## src/hdl/dnsqs_pkg.sv

```systemverilog
`default_nettype none
package dnsqs_pkg;

  localparam int unsigned HEADER_BYTES = 12;
  localparam int unsigned POS_W = 16;
  localparam int unsigned CFG_INDEX_W = 8;
  localparam int unsigned CFG_DATA_W = 8;

  localparam logic [15:0] FLAG_QR     = 16'h8000;
  localparam logic [15:0] FLAG_OPCODE = 16'h7800;
  localparam logic [15:0] FLAG_TC     = 16'h0200;
  localparam logic [15:0] FLAG_Z      = 16'h0040;
  localparam logic [15:0] FLAG_MASK   = FLAG_QR | FLAG_OPCODE | FLAG_TC | FLAG_Z;

  // header word positions (index of the low byte)
  localparam logic [POS_W-1:0] POS_FLAGS   = POS_W'(3);
  localparam logic [POS_W-1:0] POS_QDCOUNT = POS_W'(5);
  localparam logic [POS_W-1:0] POS_ANCOUNT = POS_W'(7);
  localparam logic [POS_W-1:0] POS_NSCOUNT = POS_W'(9);
  localparam logic [POS_W-1:0] POS_HDR_END = POS_W'(HEADER_BYTES - 1);
  localparam logic [POS_W-1:0] POS_HDR_LEN = POS_W'(HEADER_BYTES);

  typedef enum logic [CFG_INDEX_W-1:0] {
    REG_ALERT_LABEL_LENGTH = 8'd0,
    REG_ALERT_MIN_LEVELS   = 8'd1
  } cfg_reg_t;

  localparam logic [5:0] ALERT_LABEL_LENGTH_RESET = 6'd1;
  localparam logic [7:0] ALERT_MIN_LEVELS_RESET   = 8'd2;

  typedef enum logic [4:0] {
    PH_HEADER = 5'b00001,
    PH_LEN    = 5'b00010,
    PH_BODY   = 5'b00100,
    PH_TAIL   = 5'b01000,
    PH_DONE   = 5'b10000
  } phase_t;

  typedef struct packed {
    logic [7:0] packet_byte;
    logic       is_last;
  } in_beat_t;

  typedef struct packed {
    logic        alert;
    logic        header_accepted;
    logic        name_complete;
    logic [7:0]  final_label_length;
    logic [7:0]  label_levels;
    logic [15:0] query_type;
    logic [15:0] query_class;
  } out_beat_t;

endpackage
`default_nettype wire

```

## src/hdl/dns_query_name_screen.sv

```systemverilog
// DNS query name screen. Takes a DNS message one byte per beat (is_last marks the final
// byte) and returns one result beat per message: header checks (length >= 13, one question,
// no answers or nameservers, standard-query flags), the label count of the question name
// (saturating at 255), the last label length, and the type and class words. alert is set when
// the header passes, the name and type/class fit in the message, the last label length equals
// register 0 and the label count is at least register 1. One byte is accepted every clock
// unless in_stall is high; the per-byte parse state is updated in the cycle the byte is
// accepted, and the result is registered as the last byte is accepted. in_stall is raised
// only while a result sits in the output register under out_stall. cfg_ready is always high.
`default_nettype none
module dns_query_name_screen (
  input  wire logic                                clk,
  input  wire logic                                rst,
  input  wire logic                                in_valid,
  output      logic                                in_stall,
  input  wire dnsqs_pkg::in_beat_t                 in_beat,
  output      logic                                out_valid,
  input  wire logic                                out_stall,
  output      dnsqs_pkg::out_beat_t                out_beat,
  input  wire logic                                cfg_valid,
  output      logic                                cfg_ready,
  input  wire logic [dnsqs_pkg::CFG_INDEX_W-1:0]   cfg_index,
  input  wire logic [dnsqs_pkg::CFG_DATA_W-1:0]    cfg_data
);
  import dnsqs_pkg::*;

  logic [5:0]       alert_label_length;
  logic [7:0]       alert_min_levels;

  logic [POS_W-1:0] byte_position, byte_position_next;
  phase_t           phase, phase_next;
  logic [7:0]       high_byte_hold, high_byte_hold_next;
  logic             header_good, header_good_next;
  logic [7:0]       label_bytes_left, label_bytes_left_next;
  logic [7:0]       last_label_len, last_label_len_next;
  logic [7:0]       level_count, level_count_next;
  logic [31:0]      type_class_word, type_class_word_next;
  logic [2:0]       tail_count, tail_count_next;

  logic             in_take;
  logic             msg_end;
  logic [15:0]      hdr_word;
  logic             hdr_ok;
  logic             complete;
  out_beat_t        result;

  assign cfg_ready = 1'b1;
  assign in_stall  = out_valid & out_stall;
  assign in_take   = in_valid & ~in_stall;
  assign msg_end   = in_take & in_beat.is_last;
  assign hdr_word  = {high_byte_hold, in_beat.packet_byte};

  always_comb begin
    byte_position_next    = byte_position;
    phase_next            = phase;
    high_byte_hold_next   = high_byte_hold;
    header_good_next      = header_good;
    label_bytes_left_next = label_bytes_left;
    last_label_len_next   = last_label_len;
    level_count_next      = level_count;
    type_class_word_next  = type_class_word;
    tail_count_next       = tail_count;

    unique case (phase)
      PH_HEADER: begin
        if (!byte_position[0]) begin
          high_byte_hold_next = in_beat.packet_byte;
        end else if (byte_position == POS_FLAGS) begin
          if ((hdr_word & FLAG_MASK) != 16'h0000) header_good_next = 1'b0;
        end else if (byte_position == POS_QDCOUNT) begin
          if (hdr_word != 16'h0001) header_good_next = 1'b0;
        end else if (byte_position == POS_ANCOUNT || byte_position == POS_NSCOUNT) begin
          if (hdr_word != 16'h0000) header_good_next = 1'b0;
        end
        if (byte_position >= POS_HDR_END) phase_next = PH_LEN;
      end
      PH_LEN: begin
        if (in_beat.packet_byte == 8'd0) begin
          phase_next = PH_TAIL;
        end else begin
          if (level_count != 8'hFF) level_count_next = level_count + 8'd1;
          last_label_len_next   = in_beat.packet_byte;
          label_bytes_left_next = in_beat.packet_byte;
          phase_next            = PH_BODY;
        end
      end
      PH_BODY: begin
        label_bytes_left_next = label_bytes_left - 8'd1;
        if (label_bytes_left == 8'd1) phase_next = PH_LEN;
      end
      PH_TAIL: begin
        type_class_word_next = {type_class_word[23:0], in_beat.packet_byte};
        tail_count_next      = tail_count + 3'd1;
        if (tail_count >= 3'd3) phase_next = PH_DONE;
      end
      PH_DONE: begin
      end
      default: begin
      end
    endcase

    if (byte_position != {POS_W{1'b1}}) byte_position_next = byte_position + POS_W'(1);
  end

  always_comb begin
    hdr_ok   = header_good_next && (byte_position >= POS_HDR_LEN);
    complete = (phase_next == PH_DONE);
    result.alert = hdr_ok && complete &&
                   (last_label_len_next == {2'b00, alert_label_length}) &&
                   (level_count_next >= alert_min_levels);
    result.header_accepted    = hdr_ok;
    result.name_complete      = complete;
    result.final_label_length = last_label_len_next;
    result.label_levels       = level_count_next;
    result.query_type         = complete ? type_class_word_next[31:16] : 16'h0000;
    result.query_class        = complete ? type_class_word_next[15:0] : 16'h0000;
  end

  always_ff @(posedge clk) begin
    if (rst || msg_end) begin
      byte_position    <= '0;
      phase            <= PH_HEADER;
      high_byte_hold   <= '0;
      header_good      <= 1'b1;
      label_bytes_left <= '0;
      last_label_len   <= '0;
      level_count      <= '0;
      type_class_word  <= '0;
      tail_count       <= '0;
    end else if (in_take) begin
      byte_position    <= byte_position_next;
      phase            <= phase_next;
      high_byte_hold   <= high_byte_hold_next;
      header_good      <= header_good_next;
      label_bytes_left <= label_bytes_left_next;
      last_label_len   <= last_label_len_next;
      level_count      <= level_count_next;
      type_class_word  <= type_class_word_next;
      tail_count       <= tail_count_next;
    end
  end

  always_ff @(posedge clk) begin
    if (rst) begin
      alert_label_length <= ALERT_LABEL_LENGTH_RESET;
      alert_min_levels   <= ALERT_MIN_LEVELS_RESET;
    end else if (cfg_valid && cfg_ready) begin
      unique case (cfg_index)
        REG_ALERT_LABEL_LENGTH: alert_label_length <= cfg_data[5:0];
        REG_ALERT_MIN_LEVELS:   alert_min_levels   <= cfg_data;
        default: begin
        end
      endcase
    end
  end

  always_ff @(posedge clk) begin
    if (rst) begin
      out_valid <= 1'b0;
    end else if (msg_end) begin
      out_valid <= 1'b1;
    end else if (!out_stall) begin
      out_valid <= 1'b0;
    end
  end

  always_ff @(posedge clk) begin
    if (msg_end) out_beat <= result;
  end

  a_alert_needs_checks: assert property (@(posedge clk) disable iff (rst)
    out_valid |-> (!out_beat.alert ||
                   (out_beat.header_accepted && out_beat.name_complete)))
    else $error("alert without passing header and complete name");

  a_incomplete_zero_words: assert property (@(posedge clk) disable iff (rst)
    (out_valid && !out_beat.name_complete) |->
      (out_beat.query_type == 16'h0000 && out_beat.query_class == 16'h0000))
    else $error("type/class reported for incomplete name");

  a_clear_after_last: assert property (@(posedge clk) disable iff (rst)
    msg_end |=> (phase == PH_HEADER && byte_position == '0 && level_count == '0))
    else $error("parse state not cleared after last byte");

  a_result_follows_last: assert property (@(posedge clk) disable iff (rst)
    msg_end |=> out_valid)
    else $error("no result after last byte");

endmodule
`default_nettype wire

```

## config.mk

```make
export PLATFORM = sky130hd
export DESIGN_NAME = dns_query_name_screen
export DESIGN_NICKNAME = d
export VERILOG_FILES = /design/src/hdl/dnsqs_pkg.sv /design/src/hdl/dns_query_name_screen.sv
export SDC_FILE = /design/constraint.sdc
export NUM_CORES = 1
export LEC_CHECK = 0
export BUFFER_PORTS_ARGS = -buffer_cell sky130_fd_sc_hd__buf_2
export CELL_PAD_IN_SITES_DETAIL_PLACEMENT = 2
export CELL_PAD_IN_SITES_GLOBAL_PLACEMENT = 2
export CORE_MARGIN = 4
export CORE_UTILIZATION = 39
export CTS_CLUSTER_DIAMETER = 50
export DETAILED_ROUTE_END_ITERATION = 12
export PLACE_DENSITY_LB_ADDON = 0.1
export SLEW_MARGIN = 5
export SYNTH_ARGS = -nofsm -noshare
export SYNTH_HDL_FRONTEND = slang
export SYNTH_SLANG_ARGS = --single-unit
```

## constraint.sdc

```tcl
create_clock -name clk -period 5.03 [get_ports clk]
set_input_delay 0.7545 -clock clk [delete_from_list [all_inputs] [get_ports clk]]
set_output_delay 0.7545 -clock clk [all_outputs]
set_load 0.01 [all_outputs]
```

==> results of run 1 <==
## power by group through the flow
stage / registers (mW) / clock network, mW / logic [mW]
after detailed placement: 1.36 / 0 / 0.173
after floorplan: 1.36 / 0 / 0.0953
after global routing: 1.34 / 1.46 / 0.191
final: 1.34 / 1.37 / 0.173
after global placement: 1.36 / 0 / 0.165
after CTS: 1.34 / 1.40 / 0.176
## cell usage in the layout (no fill, tap or decap), drive strengths merged, types with 4 or more instances in the layout
cell type	instances
a22oi	11
buf	91
o21ai	22
a21oi	79
nand3	14
inv	33
mux2i	21
clkinv	6
xor2	13
and4	5
or4	4
clkbuf	22
a211oi	13
nor4	9
nand2	170
nand4	4
nor2	80
edfxtp	51
xnor2	19
dfxtp	104
ha	16
nor3	17
nand2b	4
## cells by family after synthesis
group | Yosys count
simple gates | 326
fa+ha+maj | 17
buf+inv | 79
xor+xnor | 32
mux | 23
compound gates | 157
flops | 155
other cells | 1
## final timing paths
check                                     endpoint  slack, ns                              from  depth (start not counted)
hold reg to reg   type_class_word[28]$_SDFFE_PP0P_       0.47  type_class_word[28]$_SDFFE_PP0P_                          2
hold / removal    type_class_word[28]$_SDFFE_PP0P_       0.47  type_class_word[28]$_SDFFE_PP0P_                          2
setup / recovery            out_beat[50]$_DFFE_PP_       1.30                        in_beat[5]                         13
setup reg to reg            out_beat[50]$_DFFE_PP_       1.38             phase[1]$_SDFFE_PP0P_                         10
## registers in the layout, indices dropped and copies added, names as in the netlist
signal	count
out_beat	51
type_class_word	32
alert_min_levels	8
byte_position	16
high_byte_hold	8
level_count	8
out_valid	1
label_bytes_left	8
tail_count	3
last_label_len	8
header_good	1
alert_label_length	6
phase	5
## area by class of cell
| class | instances | area [sq um] | area share [%] |
|---|---|---|---|
| inverters | 33 | 124 | 1.50 |
| clock buffers | 22 | 487 | 5.89 |
| well taps | 225 | 282 | 3.40 |
| multi-input cells | 556 | 3150 | 38.1 |
| clock inverters | 10 | 139 | 1.68 |
| flip-flops and latches | 155 | 3610 | 43.7 |
| repair buffers | 91 | 478 | 5.78 |
## per-layer routing
metal	share of wire (%)	global-route usage (%)
met5	0	0
met4	1.0	5.35
met3	4.1	4.27
met2	52	41.6
met1	43	29.9
## per-stage QoR
stage          setup slack [ns]  cell area [sq um]  cells  utilization (%)  total power [mW]
2_1_floorplan              1.45               7060    790                -              1.46
4_1_cts                    1.34               8270   1092             47.2              2.91
3_3_place_gp               1.12               7640   1060             43.6              1.53
5_1_grt                    1.12               8270   1092             47.2              2.99
6_report                   1.30               8270   1092             47.2              2.88
3_5_place_dp              0.917               7640   1060             43.6              1.54
## worst max-delay path, stage by stage
cell and delay [ns]:
buf_2 0.14, or4_4 0.58, o211ai_2 0.36, a31o_2 0.26
nor2_1 0.09, xor2_1 0.16, ha_1 0.32, a21o_1 0.19
a2111oi_0 0.49, o21ai_0 0.24, nand3_1 0.13, or4_1 0.14
nor4_2 0.04
==> results.sh, run 1 <==
export IMPL_syn_area_sq_um=7060
export IMPL_post_cts_buffers=0
export IMPL_ys_top_cells_by_count="nand2_1 (170), dfxtp_1 (104), a21oi_1 (79), nor2_1 (79), edfxtp_1 (51)"
export IMPL_tns_ns=0
export IMPL_grt_pass1_wl_mm=37.1
export IMPL_synth_area_leader_cell="dfxtp_1"
export IMPL_numCtsBuffers=17
export IMPL_drive_gt1_share_pct=16.0
export IMPL_netlist_instances=790
export IMPL_synth_seq_cells=155
export IMPL_grt_overflow_total=0
export IMPL_max_cap_viol_count=0
export IMPL_synthAdderAreaFrac_pct=2.98
export IMPL_worstSetupPathType="in -> reg"
export IMPL_rsz0062_at_grt="no"
export IMPL_status="completed"
export IMPL_synth_top_area_share_pct=29.5
export IMPL_die_y_um=143
export IMPL_clock_sinks=155
export IMPL_worstHoldPathType="reg -> reg"
export IMPL_p_int_mw=2.21
export IMPL_num_fill_cells=1940
export IMPL_start_util_pct=40.3
export IMPL_hold_viol_final=0
export IMPL_gp_congestion=0.868
export IMPL_setup_worst_path_start_class="primary input"
export IMPL_ir_drop_uv=275
export IMPL_viasPerCell=5.54
export IMPL_diodes=0
export IMPL_cts_htree_levels=4
export IMPL_grt_pass1_vias=6519
export IMPL_synth_nets=836
export IMPL_required_ns=5.20
export IMPL_synthMuxAreaShare_pct=3.30
export IMPL_relSlewSlack_pct=39.2
export IMPL_die_x_um=143
export IMPL_clockRootBuffer="clkbuf_16"
export IMPL_p_clk_share_pct=47.6
export IMPL_yosysUniqueCellTypes=67
export IMPL_synth_edf_count=51
export IMPL_setup_violations=0
export IMPL_crit_fanout=7
export IMPL_drt_first_iter_violations=377
export IMPL_hold_ws_ns=0.471
export IMPL_ctsHoldBuffers=0
export IMPL_cts_max_path_buffers=2
export IMPL_synth_area_per_cell_sq_um=8.94
export IMPL_layout_min_cycle_time_ns=3.73
export IMPL_antenna_found_initial=0
export IMPL_wl_per_cell_um=21.1
export IMPL_path_clk_slew_ns=0.07
export IMPL_drcViolationCount=0
export IMPL_ys_async_sr_fraction_pct=0
export IMPL_skew_ns=0.0125
export IMPL_switching_power_uw=666
export IMPL_wirelength_mm=23.0
export IMPL_yosys_warnings=0
export IMPL_dieArea_sq_um=20300
export IMPL_period_share_pct=74.1
export IMPL_port_buffers=82
export IMPL_grt_max_degree=38
export IMPL_synth_most_common_cell="nand2_1"
export IMPL_ant_nets=0
export IMPL_synth_compound_area_share_pct=13.5
export IMPL_synthSimpleGateAreaFrac_pct=20.4
export IMPL_via_count=6053
export IMPL_rows=48
export IMPL_grt_usage_pct=23.5
export IMPL_cts_tree="yes"
export IMPL_fmax_ghz=0.268
export IMPL_switching_share_pct=23.1
export IMPL_ys_flop_type="dfxtp_1"
export IMPL_nets=900
export IMPL_hpwl_mm=16.1
export IMPL_drv_slew=0
export IMPL_arrival_ns=3.90
export IMPL_tightestPinTransition_ns=0.912
export IMPL_io_pin_count=84
export IMPL_cts_resized_gates=0
export IMPL_comb_power_share_pct=6.0
export IMPL_synthXorXnorAreaFrac_pct=3.97
export IMPL_pwr_share_seq_pct=46.4
export IMPL_cellLeakagePower_nw=3.02
export IMPL_first_pass_iters=4
export IMPL_clk_latency_ns=0.43
export IMPL_synth_area_leaders="dfxtp_1 (29%), edfxtp_1 (22%), nand2_1 (9.0%), a21oi_1 (5.6%), nor2_1 (4.2%)"
export IMPL_cp_end_kind="flop"
export IMPL_p_per_area_nw_per_um2=348
export IMPL_ys_seq_area_share_pct=51.2
export IMPL_synth_top_family_by_area="simple AND/OR/NAND/NOR gates"
export IMPL_core_area_sq_um=17500
export IMPL_syn_to_final_growth_pct=17.1
No activity file was read; power rests on OpenSTA's default activity.
==> run 2: changes to the inputs <==
--- a/config.mk
+++ b/config.mk
@@ -9,7 +9,7 @@
 export CELL_PAD_IN_SITES_DETAIL_PLACEMENT = 2
 export CELL_PAD_IN_SITES_GLOBAL_PLACEMENT = 2
 export CORE_MARGIN = 4
-export CORE_UTILIZATION = 39
+export CORE_UTILIZATION = 32
 export CTS_CLUSTER_DIAMETER = 50
 export DETAILED_ROUTE_END_ITERATION = 12
 export PLACE_DENSITY_LB_ADDON = 0.1
==> constraint.sdc (replaced) <==
create_clock -name clk -period 3.1 [get_ports clk]
set_input_delay 0.465 -clock clk [delete_from_list [all_inputs] [get_ports clk]]
set_output_delay 0.465 -clock clk [all_outputs]
set_load 0.01 [all_outputs]
==> run 2 against run 1 <==
Net effect:
- worst hold slack lost 0.22 ns
- utilization shrank 7.6 points
- largest cell class unchanged
- register-to-register slack lost 1.3 ns
- first-iteration DRC count shrank 25%
- total power grew 55%
- design area grew 4.2%
- critical path type unchanged
- combinational power grew 77%
- global-route usage shrank 4.7 points
- count of clock-buffer cells in the layout shrank 5
- clock skew shrank 0.0036 ns
- via count shrank 0.20%
==> results.sh, run 2 (synthesis gave the netlist of run 1 again) <==
export IMPL_diodes=0
export IMPL_wirelength_mm=22.4
export IMPL_setup_worst_path_start_class="primary input"
export IMPL_nets=933
export IMPL_final_common_cell="nand2_1"
export IMPL_tns_ns=0
export IMPL_rows=54
export IMPL_path_clk_slew_ns=0.07
export IMPL_fmax_ghz=0.325
export IMPL_post_cts_buffers=0
export IMPL_crit_fanout=5
export IMPL_antenna_found_initial=0
export IMPL_cts_tree="yes"
export IMPL_layout_min_cycle_time_ns=3.07
export IMPL_top_register="out_beat"
export IMPL_dp_cells=1148
export IMPL_cts_max_path_buffers=2
export IMPL_clockRootBuffer="clkbuf_16"
export IMPL_skew_ns=0.00892
export IMPL_p_total_mw=4.47
export IMPL_period_share_pct=99.1
export IMPL_clk_latency_ns=0.43
export IMPL_status="completed"
export IMPL_instances_no_fill=1180
export IMPL_cp_end_kind="flop"
export IMPL_cts_htree_levels=4
export IMPL_reg_top3="out_beat x51, type_class_word x32, byte_position x16"
export IMPL_setup_violations=0
export IMPL_met2_usage_pct=33.6
export IMPL_first_pass_iters=4
export IMPL_tightestPinTransition_ns=0.839
export IMPL_max_cap_viol_count=0
export IMPL_via_count=6041
export IMPL_io_pin_count=84
export IMPL_drv_slew=0
export IMPL_hpwl_mm=15.9
export IMPL_required_ns=3.28
export IMPL_pre_cts_ws_ns=-0.357
export IMPL_viasPerCell=5.12
export IMPL_regToRegSetupSlack_ns=0.11
export IMPL_numCtsBuffers=17
export IMPL_arrival_ns=3.26
export IMPL_worstHoldPathType="in -> reg"
export IMPL_hold_viol_final=0
export IMPL_grt_max_degree=87
export IMPL_port_buffers=82
export IMPL_grt_overflow_total=0
export IMPL_drt_first_iter_violations=283
export IMPL_dieArea_sq_um=24500
export IMPL_layout_common_cells="nand2_1 (169), dfxtp_1 (103), buf_2 (82), a21oi_1 (79), nor2_1 (76)"
export IMPL_drcViolationCount=0
export IMPL_gp_congestion=0.826
export IMPL_rsz0062_at_grt="yes"
export IMPL_drive_gt1_share_pct=20.3
export IMPL_ant_nets=0
export IMPL_relSlewSlack_pct=44.1
export IMPL_worstSetupPathType="in -> reg"
export IMPL_largest_reg_flops=51
export IMPL_core_area_sq_um=21800
export IMPL_grt_pass1_wl_mm=36.4
export IMPL_grt_util_met3_pct=2.90
export IMPL_syn_to_final_growth_pct=22.0
export IMPL_ir_drop_uv=319
export IMPL_fin_ws_ns=0.0274
export IMPL_wl_per_cell_um=19.0
export IMPL_start_util_pct=32.5
export IMPL_die_y_um=157
export IMPL_busiest_layer="met2"
export IMPL_grt_usage_pct=18.8
export IMPL_use_met1_pct=23.4
export IMPL_die_x_um=157
export IMPL_clock_sinks=155
export IMPL_cellLeakagePower_nw=3.16
export IMPL_p_per_area_nw_per_um2=519
export IMPL_grt_pass1_vias=6621
==> run 2: cell count changes in the layout (fill, tap and decap cells not counted), sizes merged <==
cell,change
bufinv,-3
clkinvlp,+4
buf,+33
clkinv,-4
inv,+8
clkbuf,-5
==> run 2: layout make-up <==
class / instances / area, sq um
clock buffer: 17 / 425
clock inverter: 15 / 131
fill: 2446 / 13100
inverter: 33 / 124
multi-input combinational: 556 / 3190
sequential: 155 / 3610
tap: 280 / 350
timing repair buffer: 124 / 776
==> run 2: through the flow <==
stage,hold slack [ns],cell area [sq um],utilization [%]
finish,0.250,8620,39.6
CTS,0.233,8590,39.5
global placement,0.440,8020,36.9
floorplan,0.425,7080,-
global route,0.257,8620,39.6
detailed placement,0.464,8020,36.9
==> run 2: path summary, 6_finish.rpt <==
| path | startpoint | end | depth (start not counted) |
|---|---|---|---|
| worst max register to register | level_count[1]$_SDFFE_PP0P_ | out_beat[50]$_DFFE_PP_ | 13 |
| worst min-delay path | cfg_data[0] | alert_label_length[0]$_SDFFE_PP1P_ | 2 |
| worst min register to register | type_class_word[28]$_SDFFE_PP0P_ | type_class_word[28]$_SDFFE_PP0P_ | 2 |
| worst max-delay path | in_beat[4] | out_beat[50]$_DFFE_PP_ | 13 |
==> run 2: worst max-delay path, stage by stage <==
cell       delay [ns]
buf_2            0.11
or4_4            0.55
o211ai_4         0.33
a31o_4           0.18
nor2_1           0.07
xor2_1           0.25
ha_1             0.30
a21o_1           0.19
a2111oi_1        0.38
o21ai_1          0.14
nand3_1          0.11
or4_4            0.14
nor4_4           0.03
==> run 2: per-layer routing <==
metal / routed length, um / part of all wire [%]
met1: 10000 / 45
met2: 11600 / 52
met3: 562 / 2.5
met4: 267 / 1.2
met5: 0 / 0
==> run 2: what timing repair did <==
| item | 4_1_cts | 5_1_grt |
|---|---|---|
| hold buffers | 0 | 0 |
| pin swaps | 0 | 1 |
| hold endpoints to repair | 0 | 0 |
| setup endpoints to repair | 1 | 1 |
| resized for setup | 3 | 9 |
==> run 2: power by group <==
part | switching [mW] | total (mW) | leakage (nW) | internal [mW]
clock | 0.952 | 2.01 | 0.261 | 1.05
combinational | 0.197 | 0.307 | 1.57 | 0.110
sequential | 0.0212 | 2.16 | 1.33 | 2.14
total | 1.17 | 4.47 | 3.16 | 3.30
==> run 3: changes to the inputs <==
--- a/config.mk
+++ b/config.mk
@@ -6,6 +6,7 @@
 export NUM_CORES = 1
 export LEC_CHECK = 0
 export BUFFER_PORTS_ARGS = -buffer_cell sky130_fd_sc_hd__buf_2
+export CAP_MARGIN = 0
 export CELL_PAD_IN_SITES_DETAIL_PLACEMENT = 2
 export CELL_PAD_IN_SITES_GLOBAL_PLACEMENT = 2
 export CORE_MARGIN = 4
@@ -13,7 +14,8 @@
 export CTS_CLUSTER_DIAMETER = 50
 export DETAILED_ROUTE_END_ITERATION = 12
 export PLACE_DENSITY_LB_ADDON = 0.1
-export SLEW_MARGIN = 5
+export SETUP_SLACK_MARGIN = 0.1
+export SLEW_MARGIN = 15
 export SYNTH_ARGS = -nofsm -noshare
 export SYNTH_HDL_FRONTEND = slang
 export SYNTH_SLANG_ARGS = --single-unit
==> run 3 against run 2 <==
Net effect:
- worst hold slack hardly changed
- count of clock-buffer cells in the layout stayed put
- cell count hardly changed
- largest power group unchanged
- sequential power hardly changed
- combinational power hardly changed
- die area stayed put
- critical path depth is 1 lower
- clock skew hardly changed
- wire length is 0.62% higher
- sequential share of layout area is 0.15 points lower
- highest routed layer unchanged
==> results.sh, run 3 (synthesis gave the netlist of run 1 again) <==
export IMPL_status="completed"
export IMPL_p_per_area_nw_per_um2=517
export IMPL_setup_violations=0
export IMPL_drv_slew=0
export IMPL_io_pin_count=84
export IMPL_critPathCapture="out_beat[50]$_DFFE_PP_"
export IMPL_hold_viol_final=0
export IMPL_crit_fanout=5
export IMPL_dieArea_sq_um=24500
export IMPL_cts_tree="yes"
export IMPL_cp_slowest_cell="or4_4"
export IMPL_tns_ns=0
export IMPL_top_register="out_beat"
export IMPL_start_util_pct=32.5
export IMPL_max_cap_viol_count=0
export IMPL_drcViolationCount=0
export IMPL_die_y_um=157
export IMPL_largest_reg_flops=51
export IMPL_critical_path_top_delay_family="simple AND/OR/NAND/NOR gates"
export IMPL_clockRootBuffer="clkbuf_16"
export IMPL_syn_to_final_growth_pct=22.5
export IMPL_regToRegSetupSlack_ns=0.10
export IMPL_worstHoldPathType="in -> reg"
export IMPL_core_area_sq_um=21800
export IMPL_gp_congestion=0.826
export IMPL_via_count=6042
export IMPL_r2r_end="out_beat[50]$_DFFE_PP_"
export IMPL_worstSetupPathType="in -> reg"
export IMPL_rsz0062_at_grt="yes"
export IMPL_setup_worst_path_start_class="primary input"
export IMPL_grt_pass1_vias=6615
export IMPL_cp_common_cell="or4_4"
export IMPL_ir_drop_uv=319
export IMPL_critPathMaxStageDelay_ns=0.55
export IMPL_grt_overflow_total=0
export IMPL_layout_common_cells="nand2_1 (169), dfxtp_1 (103), buf_2 (82), a21oi_1 (79), nor2_1 (75)"
export IMPL_numCtsBuffers=17
export IMPL_tightestPinTransition_ns=0.845
export IMPL_reg2regPathDepth=10
export IMPL_reg_top3="out_beat x51, type_class_word x32, byte_position x16"
export IMPL_critPathBufInv=1
export IMPL_diodes=0
export IMPL_antenna_found_initial=0
export IMPL_path_clk_slew_ns=0.07
export IMPL_met2_usage_pct=33.7
export IMPL_cts_htree_levels=4
export IMPL_cp_end_kind="flop"
export IMPL_rows=54
export IMPL_fmax_ghz=0.329
export IMPL_clk_latency_ns=0.44
export IMPL_wirelength_mm=22.5
export IMPL_grt_pass1_wl_mm=36.4
export IMPL_layout_min_cycle_time_ns=3.04
export IMPL_first_pass_iters=4
export IMPL_busiest_layer="met2"
export IMPL_die_x_um=157
export IMPL_arrival_ns=3.30
export IMPL_path_cells="buf_2 > or4_4 > o211ai_4 > a31o_4 > nor3_2 > xor2_1 > ha_1 > o2111ai_1 > o21ai_1 > nand3_1 > or4_4 > nor4_4"
export IMPL_required_ns=3.37
export IMPL_crit_cells=12
export IMPL_use_met1_pct=23.3
export IMPL_nets=934
export IMPL_final_common_cell="nand2_1"
export IMPL_cellLeakagePower_nw=3.17
export IMPL_clock_sinks=155
export IMPL_drive_gt1_share_pct=20.8
export IMPL_r2r_start="phase[0]$_SDFFE_PP1P_"
export IMPL_relSlewSlack_pct=43.7
export IMPL_grt_usage_pct=18.8
export IMPL_drt_first_iter_violations=276
export IMPL_p_total_mw=4.47
export IMPL_period_share_pct=97.9
export IMPL_cts_max_path_buffers=2
export IMPL_grt_max_degree=87
export IMPL_grt_util_met3_pct=2.90
export IMPL_viasPerCell=5.12
export IMPL_ant_nets=0
export IMPL_crit_start="in_beat[4]"
export IMPL_port_buffers=82
export IMPL_skew_ns=0.00892
export IMPL_hpwl_mm=15.9
export IMPL_wl_per_cell_um=19.1
export IMPL_num_fill_cells=2441
[run 3: cell count changes in the layout (fill, tap and decap cells not counted)]
cell	delta
ha_4	+1
a2111oi_1	-1
ha_1	-1
a2111oi_2	+1
mux2_2	-1
buf_4	+1
nor2_1	-1
mux2_4	+1
nor2_2	+1
[run 3: worst reg2reg max path, stage by stage, from the launching register on]
cell and delay, ns:
dfxtp_2 0.34, nor3_4 0.23, o211ai_4 0.17, nor4_2 0.38, mux2_4 0.36, ha_4 0.26, o21ai_1 0.07, a222oi_1 0.23
nand3_1 0.13, or4_4 0.55, nor4_4 0.13
[run 3: worst min path at each step]
stage | startpoint | end | slack, ns | cells after the start
5_1_grt | cfg_data[0] | alert_label_length[0]$_SDFFE_PP1P_ | 0.26 | 2
2_1_floorplan | header_good$_SDFFE_PP1P_ | header_good$_SDFFE_PP1P_ | 0.42 | 2
6_report | cfg_data[0] | alert_label_length[0]$_SDFFE_PP1P_ | 0.25 | 2
3_5_place_dp | type_class_word[28]$_SDFFE_PP0P_ | type_class_word[28]$_SDFFE_PP0P_ | 0.46 | 2
3_3_place_gp | header_good$_SDFFE_PP1P_ | header_good$_SDFFE_PP1P_ | 0.44 | 2
4_1_cts | cfg_data[0] | alert_label_length[0]$_SDFFE_PP1P_ | 0.23 | 2
[run 3: repair_timing]
| action | in CTS | in global routing |
|---|---|---|
| hold buffers | 0 | 0 |
| pin swaps | 0 | 0 |
| endpoints found under the setup margin | 1 | 1 |
| buffers inserted | 1 | 0 |
| resized for setup | 7 | 9 |
[run 3: cell type report]
cell class | instances | area (sq um) | share of cell area [%]
Sequential cell | 155 | 3610 | 41.8
Timing Repair Buffer | 125 | 783 | 9.06
Clock inverter | 15 | 131 | 1.52
Tap cell | 280 | 350 | 4.05
Clock buffer | 17 | 425 | 4.92
Inverter | 33 | 124 | 1.43
Multi-Input combinational cell | 556 | 3220 | 37.2
[run 3: power breakdown]
group	switching (mW)	internal, mW	total (mW)
sequential	0.0211	2.14	2.16
combinational	0.196	0.110	0.306
clock	0.951	1.05	2.00
[run 3: routing by layer]
| metal | up-vias | routed length, um | share of wire [%] |
|---|---|---|---|
| li1 | 2913 | - | - |
| met1 | 3050 | 9940 | 44 |
| met2 | 62 | 11800 | 52 |
| met3 | 17 | 595 | 2.6 |
| met4 | 0 | 252 | 1.1 |
| met5 | - | 0 | 0 |
[run 3: per-stage QoR]
| step | instances | hold slack (ns) | area, sq um | worst slack [ns] | utilization, % |
|---|---|---|---|---|---|
| 2_1_floorplan | 790 | 0.425 | 7080 | -0.0764 | - |
| 3_3_place_gp | 1148 | 0.440 | 8020 | -0.288 | 36.9 |
| 3_5_place_dp | 1148 | 0.464 | 8020 | -0.357 | 36.9 |
| 4_1_cts | 1181 | 0.233 | 8610 | 0.0982 | 39.6 |
| 5_1_grt | 1181 | 0.260 | 8650 | -0.0616 | 39.7 |
| 6_report | 1181 | 0.250 | 8650 | 0.0638 | 39.7 |
